<file path="src/rtl/core/crc32_word_engine_assert.svh">
// Assertion macros for the CRC-32 word engine RTL.
`ifndef CRC32_WORD_ENGINE_ASSERT_SVH
`define CRC32_WORD_ENGINE_ASSERT_SVH

// Check that the consequent holds in the same cycle as the antecedent.
`define CWE_ASSERT_SAME(lbl, ante, cons) \
   lbl: assert property (@(posedge clock) disable iff (reset) (ante) |-> (cons)) \
      else $error("cwe: same-cycle check failed");

// Check that the consequent holds in the cycle after the antecedent.
`define CWE_ASSERT_NEXT(lbl, ante, cons) \
   lbl: assert property (@(posedge clock) disable iff (reset) (ante) |=> (cons)) \
      else $error("cwe: next-cycle check failed");

`endif

</file>
<file path="src/rtl/core/cwe_pkg.sv">
// Shared constants, types and the CRC advance function for the CRC-32 word engine.
`timescale 1ns / 1ps
`default_nettype none
package cwe_pkg;

   localparam int CRC_W     = 32;
   localparam int DATA_W    = 64;
   localparam int COUNT_W   = 4;
   localparam int BYTE_BITS = 8;
   localparam int MAX_BYTES = 8;

   localparam logic [CRC_W-1:0] CRC_POLY   = 32'hEDB88320;
   localparam logic [CRC_W-1:0] CRC_INVERT = 32'hFFFFFFFF;

   // Control that moves from the stage register into the remainder fold
   typedef struct packed {
      logic               advance;
      logic               first;
      logic [COUNT_W-1:0] nbytes;
   } cwe_ctl_type;

   // Step a reflected remainder through nbits zero bits (elaboration use only)
   function automatic logic [CRC_W-1:0] crc_advance(input logic [CRC_W-1:0] r,
                                                    input int nbits);
      logic [CRC_W-1:0] acc;
      acc = r;
      for (int i = 0; i < nbits; i++) begin
         acc = (acc >> 1) ^ (acc[0] ? CRC_POLY : '0);
      end
      return acc;
   endfunction

endpackage
`default_nettype wire

</file>
<file path="src/rtl/core/cwe_lane.sv">
// One byte lane: picks its right-aligned byte and maps it through a fixed CRC matrix.
`timescale 1ns / 1ps
`default_nettype none
module cwe_lane #(
   parameter int BYTES_PER_WORD = 8,
   parameter int LANE           = 0
) (
   input  wire logic [cwe_pkg::DATA_W-1:0]  data_word,
   input  wire logic [cwe_pkg::COUNT_W-1:0] nbytes,
   output logic      [cwe_pkg::CRC_W-1:0]   contrib
);
   import cwe_pkg::*;

   // Lane LANE holds the byte that still has this many bytes to pass
   localparam int SHIFT_BITS = BYTE_BITS * (BYTES_PER_WORD - LANE);

   logic [COUNT_W-1:0]   pos;
   logic                 hit;
   logic [2:0]           src;
   logic [BYTE_BITS-1:0] lane_byte;
   logic [CRC_W-1:0]     col [BYTE_BITS];

   // Right-align the valid bytes: lanes below the gap see zero
   assign pos       = COUNT_W'(LANE) + nbytes;
   assign hit       = (pos >= COUNT_W'(BYTES_PER_WORD));
   assign src       = 3'(pos - COUNT_W'(BYTES_PER_WORD));
   assign lane_byte = hit ? data_word[{src, 3'b000} +: BYTE_BITS] : '0;

   // Matrix columns, one per input bit
   for (genvar k = 0; k < BYTE_BITS; k++) begin : g_col
      localparam logic [CRC_W-1:0] COL = crc_advance(CRC_W'(1) << k, SHIFT_BITS);
      assign col[k] = COL;
   end

   // Multiply the byte by the matrix over GF(2)
   always_comb begin
      contrib = '0;
      for (int k = 0; k < BYTE_BITS; k++) begin
         contrib = contrib ^ (lane_byte[k] ? col[k] : '0);
      end
   end

endmodule
`default_nettype wire

</file>
<file path="src/rtl/core/cwe_fold.sv">
// Running remainder: advances the old remainder by the word's byte count and adds the data part.
`timescale 1ns / 1ps
`default_nettype none
module cwe_fold #(
   parameter int BYTES_PER_WORD = 8
) (
   input  wire logic                      clock,
   input  wire logic                      reset,
   input  wire cwe_pkg::cwe_ctl_type      ctl,
   input  wire logic [cwe_pkg::CRC_W-1:0] seed_crc,
   input  wire logic [cwe_pkg::CRC_W-1:0] data_part,
   output logic      [cwe_pkg::CRC_W-1:0] crc_next
);
   import cwe_pkg::*;

   localparam int SEL_W = $clog2(BYTES_PER_WORD + 1);

   logic [CRC_W-1:0] remainder_ff;
   logic [CRC_W-1:0] remainder_in;
   logic [CRC_W-1:0] base;
   logic [CRC_W-1:0] mat     [BYTES_PER_WORD+1][CRC_W];
   logic [CRC_W-1:0] shifted [BYTES_PER_WORD+1];
   logic [SEL_W-1:0] sel;

   // Load the inverted seed on a first word, else continue
   assign base = ctl.first ? (seed_crc ^ CRC_INVERT) : remainder_ff;

   // Zero-byte advance matrices for every possible byte count
   for (genvar n = 0; n <= BYTES_PER_WORD; n++) begin : g_cnt
      for (genvar k = 0; k < CRC_W; k++) begin : g_col
         localparam logic [CRC_W-1:0] COL = crc_advance(CRC_W'(1) << k, BYTE_BITS * n);
         assign mat[n][k] = COL;
      end

      always_comb begin
         shifted[n] = '0;
         for (int k = 0; k < CRC_W; k++) begin
            shifted[n] = shifted[n] ^ (base[k] ? mat[n][k] : '0);
         end
      end
   end

   // Pick the advance for this word and add the lanes' data part
   assign sel          = ctl.nbytes[SEL_W-1:0];
   assign remainder_in = shifted[sel] ^ data_part;
   assign crc_next     = remainder_in ^ CRC_INVERT;

   // Hold the remainder between words
   always_ff @(posedge clock) begin
      if (reset) begin
         remainder_ff <= '0;
      end else if (ctl.advance) begin
         remainder_ff <= remainder_in;
      end
   end

endmodule
`default_nettype wire

</file>
<file path="src/rtl/core/crc32_word_engine.sv">
// CRC-32 (reflected 0xEDB88320) word engine: byte lanes, merge stage, remainder fold.
//
// Usage:
//   The req_ channel carries one 64-bit word per transfer with 0 to 8 valid
//   low-order bytes (req_byte_count; counts above BYTES_PER_WORD saturate).
//   req_first_word loads req_seed_crc as the starting CRC; req_last_word
//   closes the message and yields one rsp_ transfer with the final CRC.
//   Words without req_last_word yield nothing. An empty one-word message
//   returns the seed unchanged.
//   The result passes through the stage register and then the output
//   register before it is valid on rsp_.
//   Throughput: one word per cycle unless a last word stalls; the remainder
//   update is a combinational matrix multiply selected by byte count.
//   Reset clears the pipeline valids and the remainder to zero; a message
//   that starts without a first word continues from that remainder.
//   When rsp_ready is low, the output register holds its CRC; words that
//   are not last keep flowing, and a last word waits in the stage register,
//   which drops req_ready until the output register frees up.
`timescale 1ns / 1ps
`default_nettype none
`include "crc32_word_engine_assert.svh"
module crc32_word_engine #(
   parameter int BYTES_PER_WORD = 8
) (
   input  wire logic                        clock,
   input  wire logic                        reset,
   input  wire logic                        req_valid,
   output logic                             req_ready,
   input  wire logic                        req_first_word,
   input  wire logic [cwe_pkg::CRC_W-1:0]   req_seed_crc,
   input  wire logic [cwe_pkg::DATA_W-1:0]  req_data_word,
   input  wire logic [cwe_pkg::COUNT_W-1:0] req_byte_count,
   input  wire logic                        req_last_word,
   output logic                             rsp_valid,
   input  wire logic                        rsp_ready,
   output logic      [cwe_pkg::CRC_W-1:0]   rsp_crc_value
);
   import cwe_pkg::*;

   logic [COUNT_W-1:0] nbytes;
   logic [CRC_W-1:0]   lane_contrib [BYTES_PER_WORD];
   logic [CRC_W-1:0]   data_merge;
   logic               accept;
   logic               s1_go;

   logic               s1_valid_ff;
   logic               s1_valid_in;
   logic               s1_first_ff;
   logic               s1_last_ff;
   logic [COUNT_W-1:0] s1_nbytes_ff;
   logic [CRC_W-1:0]   s1_seed_ff;
   logic [CRC_W-1:0]   s1_data_ff;

   logic               rsp_valid_ff;
   logic               rsp_valid_in;
   logic [CRC_W-1:0]   rsp_crc_ff;
   logic [CRC_W-1:0]   crc_next;
   cwe_ctl_type        fold_ctl;

   // Saturate the byte count to the lane count
   assign nbytes = (req_byte_count > COUNT_W'(BYTES_PER_WORD)) ?
                   COUNT_W'(BYTES_PER_WORD) : req_byte_count;

   // Byte lanes
   for (genvar j = 0; j < BYTES_PER_WORD; j++) begin : g_lane
      cwe_lane #(
         .BYTES_PER_WORD (BYTES_PER_WORD),
         .LANE           (j)
      ) u_lane (
         .data_word (req_data_word),
         .nbytes    (nbytes),
         .contrib   (lane_contrib[j])
      );
   end

   // Merge the lane contributions
   always_comb begin
      data_merge = '0;
      for (int j = 0; j < BYTES_PER_WORD; j++) begin
         data_merge = data_merge ^ lane_contrib[j];
      end
   end

   // Stage handshake: a last word moves on only into a free output register
   assign s1_go     = s1_valid_ff && (!s1_last_ff || !rsp_valid_ff || rsp_ready);
   assign req_ready = !s1_valid_ff || s1_go;
   assign accept    = req_valid && req_ready;

   assign s1_valid_in = accept ? 1'b1 : (s1_go ? 1'b0 : s1_valid_ff);

   always_ff @(posedge clock) begin
      if (reset) begin
         s1_valid_ff <= 1'b0;
      end else begin
         s1_valid_ff <= s1_valid_in;
      end
   end

   // Capture the merged word on each input transfer
   always_ff @(posedge clock) begin
      if (accept) begin
         s1_first_ff  <= req_first_word;
         s1_last_ff   <= req_last_word;
         s1_nbytes_ff <= nbytes;
         s1_seed_ff   <= req_seed_crc;
         s1_data_ff   <= data_merge;
      end
   end

   // Fold the word into the running remainder
   assign fold_ctl = '{advance: s1_go, first: s1_first_ff, nbytes: s1_nbytes_ff};

   cwe_fold #(
      .BYTES_PER_WORD (BYTES_PER_WORD)
   ) u_fold (
      .clock     (clock),
      .reset     (reset),
      .ctl       (fold_ctl),
      .seed_crc  (s1_seed_ff),
      .data_part (s1_data_ff),
      .crc_next  (crc_next)
   );

   // Output register: fill on a last word, drop on a result transfer
   always_comb begin
      priority if (s1_go && s1_last_ff) begin
         rsp_valid_in = 1'b1;
      end else if (rsp_ready) begin
         rsp_valid_in = 1'b0;
      end else begin
         rsp_valid_in = rsp_valid_ff;
      end
   end

   always_ff @(posedge clock) begin
      if (reset) begin
         rsp_valid_ff <= 1'b0;
      end else begin
         rsp_valid_ff <= rsp_valid_in;
      end
   end

   always_ff @(posedge clock) begin
      if (s1_go && s1_last_ff) begin
         rsp_crc_ff <= crc_next;
      end
   end

   assign rsp_valid     = rsp_valid_ff;
   assign rsp_crc_value = rsp_crc_ff;

   // Checks
   `CWE_ASSERT_NEXT(a_accept_fills_stage, req_valid && req_ready, s1_valid_ff)
   `CWE_ASSERT_NEXT(a_stall_holds_stage, s1_valid_ff && !s1_go, s1_valid_ff && $stable(s1_data_ff))
   `CWE_ASSERT_NEXT(a_stall_holds_count, s1_valid_ff && !s1_go, $stable(s1_nbytes_ff))
   `CWE_ASSERT_NEXT(a_last_yields_rsp, s1_go && s1_last_ff, rsp_valid)
   `CWE_ASSERT_SAME(a_no_rsp_overwrite, rsp_valid && !rsp_ready, !(s1_go && s1_last_ff))

endmodule
`default_nettype wire
</file>
<file path="config.mk">
export PLATFORM = sky130hd
export DESIGN_NAME = crc32_word_engine
export DESIGN_NICKNAME = d
export VERILOG_FILES = /design/src/rtl/core/cwe_pkg.sv /design/src/rtl/core/cwe_lane.sv /design/src/rtl/core/cwe_fold.sv /design/src/rtl/core/crc32_word_engine.sv
export VERILOG_INCLUDE_DIRS = /design/src /design/src/rtl/core
export SDC_FILE = /design/constraint.sdc
export NUM_CORES = 1
export LEC_CHECK = 0
export ABC_AREA = 0
export BUFFER_PORTS_ARGS = -buffer_cell sky130_fd_sc_hd__buf_4
export CAP_MARGIN = 25
export CORE_ASPECT_RATIO = 1.25
export CORE_MARGIN = 1
export CORE_UTILIZATION = 50
export CTS_CLUSTER_DIAMETER = 100
export CTS_CLUSTER_SIZE = 8
export DETAILED_ROUTE_END_ITERATION = 8
export GPL_TIMING_DRIVEN = 0
export PLACE_DENSITY = 0.66
export SYNTH_ARGS = -nofsm -noshare
export SYNTH_HDL_FRONTEND = slang
export SYNTH_SLANG_ARGS = --single-unit
</file>
<file path="constraint.sdc">
create_clock -name clock -period 5.2 [get_ports clock]
set_input_delay 0.26 -clock clock [delete_from_list [all_inputs] [get_ports clock]]
set_output_delay 0.26 -clock clock [all_outputs]
set_load 0.02 [all_outputs]
</file>
==> impl_results.md, run 1 <==
- Post-synth EDFFs: 102
- Gate Count Post-Synth: 3,171
- H-tree depth: 4
- Die height: 277 microns
- Fail Step: global routing
- Largest net degree at the start of global routing: 34
- Initial Util: about half
- Stop err: [ERROR GRT-0116] Global routing finished with congestion. Check the congestion regions in the DRC Viewer.
- I/O Pins: 140
- Clock sinks: ~140
- Placer Congestion: 1.28
- Seq cells post-synth: 136
- Chip width: 222 microns
- Ys flop type: edfxtp_1
- Synth cell types: 81
- Ranking of synthesized cells by area: xnor2_1 (35%), xor2_1 (16%), edfxtp_1 (10%), mux2i_1 (4.8%), xnor3_1 (4.2%)
- Sequential area share after synthesis: about an eighth
- Total track usage: 69.1%
- FFs w/ async S/R, synth: 0%
- Syn_area_per_cell: 9.52 sq um
- CTS root buf: clkbuf_16
- Longest Clk Path Bufs: 2
- Dpl hpwl: 143 mm
- Net Count, Synth: 3,284
- Outcome: did not finish
- Pre-CTS WS: -0.552 ns
- Remaining global-route overflow: 326
- Num rows: 100
- Buffers on Ports: 128
- First-pass GRT wire length: 303 mm
- Most instantiated library cell after synthesis: xnor2_1
- Synth top area share: 35.2%
- Yosys warning total: 0
- Post-synth top area cell: xnor2_1
- Synth Cell Area: ~30,000 sq um
- Vias in the first global route: 32,210
- Inserted Clock Buffers: 17
- Synth cell count leaders: xnor2_1 (1,213), xor2_1 (546), mux2i_1 (145), nand2_1 (123), nor2_1 (121)
[stage by stage]
stage,area (sq um),cells,util [%]
floorplan,30200,3171,-
global placement,32100,4064,53.8
detailed placement,32900,4127,55.2
CTS,33900,4187,56.8
[timing repair]
item | in CTS
buffers inserted | 0
endpoints found under the setup margin | 16
endpoints found under the hold margin | 28
hold buffers | 28
resized for setup | 7
[metal layers]
layer / global-route usage (%) / overflow
met5: 25.3 / 1
met4: 68.5 / 145
met2: 87.3 / 173
met3: 52.2 / 5
met1: 68.5 / 2
[cell families after synthesis]
logic type	Yosys count	share of synthesized area [%]
mux	271	12.8
flops	136	12.4
xor+xnor	1850	57.3
compound gates	345	8.29
fa+ha+maj	7	0.290
simple gates	327	4.67
buf+inv	235	4.23
==> inputs of run 2 (changes only) <==
Settings changed: CORE_ASPECT_RATIO 1.25 to default, CORE_UTILIZATION 50 to 35, CTS_CLUSTER_DIAMETER 100 to default, CTS_CLUSTER_SIZE 8 to default, PLACE_DENSITY 0.66 to default, PLACE_DENSITY_LB_ADDON from default to 0.15.
==> impl_results.md, run 2 <==
- Outcome: finished, violations left
- Failing checks: negative setup slack
- Core region area: 85,300 sq um
- Master of the slowest instance on the critical path: xor2_1
- Num rows: between 100 and 150
- Setup TNS Final: -2.22 ns
- Synth cell count leaders: xnor2_1 (1,213), xor2_1 (546), mux2i_1 (145), nand2_1 (123), nor2_1 (121)
- Max VDD drop: 0.575 mV
- Largest net degree at the start of global routing: 34
- Initial antenna violation count: 4
- Seq cells post-synth: 136
- Final setup fails: 25
- Post-synth top area cell: xnor2_1
- Net Count, Synth: 3,284
- Critical Path Source Type: flip-flop
- CP required: 5.43 ns
- RSZ-0062 raised after global routing: true
- Synth Cell Area: 30,200 sq um
- Gate Count Post-Synth: 3,171
- Fmax: 184 MHz
- CP cell instances: buf_6 > buf_4 > buf_6 > buf_6 > nand2_1 > o21ai_1 > buf_4 > xor2_1 > xor2_1 > xnor2_1 > xor2_1 > nor2_1 > a211oi_1 > o21ai_0 > nand2_1 > xnor2_1
- Power density over cell area: 729 nW/um^2
- GR Util met1: 56.6%
- Die height: 296 microns
- Nets: approximately 3,600
- Synth cell types: a little over 80
- Final Max Slew Viols: 0
- Static Leak: 0.0132 uW
- First-pass GRT wire length: 258 mm
- Synth top area share: 35.2%
- Commonest cells after routing, fill and taps aside: xnor2_1 (1,204), xor2_1 (543), buf_4 (196), mux2i_1 (126), nand2_1 (123)
- Area of the multi-input gates: 25,600 sq um
- Setup crit end kind: flip-flop
- Routed Antenna Nets: 0
- Yosys warning total: 0
- H-tree depth: 4
- Layout Utilization: 41.5%
- Vias in the first global route: approximately 26,000
- Initial drt markers: 3,869
- WL final: 202 mm
- Finished Layout Cells: around 4,600
- Worst skew pair latency: 0.46 ns
- Ys flop type: edfxtp_1
- Gr busiest metal: met2
- Reg clk slew, reported paths: 0.07 ns
- Initial Util: between 30% and 40%
- Worst hold slack: 0.0952 ns
- FF/Latch Area: around 3700 sq um
- CP max stage delay: 0.95 ns
- Chip width: approximately 300 microns
- Wire per inst: 43.5 microns
- Worst slew margin: 18.7%
- Met2 usage: between 60% and 70%
- Max FO, Critical Path: 10
- Post-synth EDFFs: 102
- DP Cell Count: roughly 4,500
- Fin worst setup slack: -0.222 ns
- Tmin final: 5.42 ns
- Most common cell after layout, fill and taps aside: xnor2_1
- Vias per cell: 5.88
- Drt pass-1 iters: 5
- Fin. Hold Viols: 0
- Period utilization: 104%
- Syn_area_per_cell: 9.52 sq um
- Critical Setup Path Class: flip-flop to flip-flop
- Met3 Usage GRT: 13.8%
- Data arrival, critical path: 5.65 ns
- Share of cells above drive strength 1: 19.4%
- Die ar.: 87,500 sq um
- Most instantiated library cell after synthesis: xnor2_1
- Clock sinks: around 140
- Ranking of synthesized cells by area: xnor2_1 (35%), xor2_1 (16%), edfxtp_1 (10%), mux2i_1 (4.8%), xnor3_1 (4.2%)
- I/O Pins: 140
- Worst hold path class: input pin to flip-flop
- Sequential area share after synthesis: 12.4%
- Vias after detailed routing: 27,232
- FILL cells: around 8,600
- Dpl hpwl: between 150 and 200 mm
- Placer Congestion: 1.13
- Buffers on Ports: 128
- FFs w/ async S/R, synth: 0%
- Max Cap Viol: 0
- Layout area overhead: 17.3%
- CTS root buf: clkbuf_16
- Design Power: 25,800 uW
- Longest Clk Path Bufs: 2
- Post-route DRC: 0
- Remaining global-route overflow: 0
- Clk_skew: approximately 0.024 ns
- Inserted Clock Buffers: 17
- Total track usage: 45.6%
- Worst-margin pin slew: around 1.2 ns
- CTS tree: yes
-- run 2: cell families after synthesis --
group                    count (synthesis)  synth area share (%)
XOR/XNOR                              1850                  57.3
AO/OA/AOI/OAI                          345                  8.29
AND/OR/NAND/NOR                        327                  4.67
multiplexers                           271                  12.8
buffers and inverters                  235                  4.23
flip-flops                             136                  12.4
adder cells (fa/ha/maj)                  7                 0.290
-- run 2: area by class of cell --
class                           count  share of cell area [%]
Sequential cell                   136                    10.6
Multi-Input combinational cell   2800                    72.2
Antenna cell                        4                  0.0283
Clock inverter                     13                   0.367
Buffer                            220                    3.43
Tap cell                         1144                    4.04
Inverter                           14                   0.184
Clock buffer                       19                    1.28
Timing Repair Buffer              284                    7.88
-- run 2: where the power goes --
part / internal, uW / switching, uW / total [uW]
registers: 1760 / 120 / 1880
logic: 8710 / 14000 / 22700
clock network: 662 / 587 / 1250
total: 11100 / 14700 / 25800
-- run 2: repair_timing --
item | CTS | global route
gates resized for setup | 24 | 8
endpoints found under the setup margin | 30 | 14
buffers inserted | 4 | 11
hold buffers | 34 | 0
hold endpoints to repair | 34 | 0
-- run 2: worst paths after layout --
kind / start / to / slack (ns) / cells after the start
max: s1_first_ff / rsp_crc_value[25] / -0.22 / 16
min: req_valid / s1_valid_ff / 0.1 / 3
max reg2reg: s1_first_ff / rsp_crc_value[25] / -0.22 / 16
min reg2reg: s1_data_ff[2] / u_fold.remainder_ff[2] / 0.58 / 2
-- run 2: through the flow --
stage / setup slack (ns) / instance area, sq um
final: -0.222 / 35400
after global routing: -0.00222 / 35400
after CTS: 0.0227 / 35200
after detailed placement: -0.578 / 34100
after global placement: -2.48 / 32600
after floorplan: 0.401 / 30200
-- run 2: metal layers --
| layer | up-vias | wire length, microns |
|---|---|---|
| li1 | 11090 | - |
| met5 | - | 10 |
| met3 | 550 | 22100 |
| met4 | 2 | 18100 |
| met1 | 13652 | 78100 |
| met2 | 1938 | 83400 |
-- run 2: worst max-delay path: cells and delay by family (launching register included) --
kind | cells | cell delay [ns]
buffers and inverters | 5 | 1.18
xor gates and xnor gates | 5 | 2.24
and+or+nand+nor | 3 | 0.33
AOI/OAI and AO/OA | 3 | 1.07
DFF | 1 | 0.34
No activity file was read; power rests on OpenSTA's default activity.
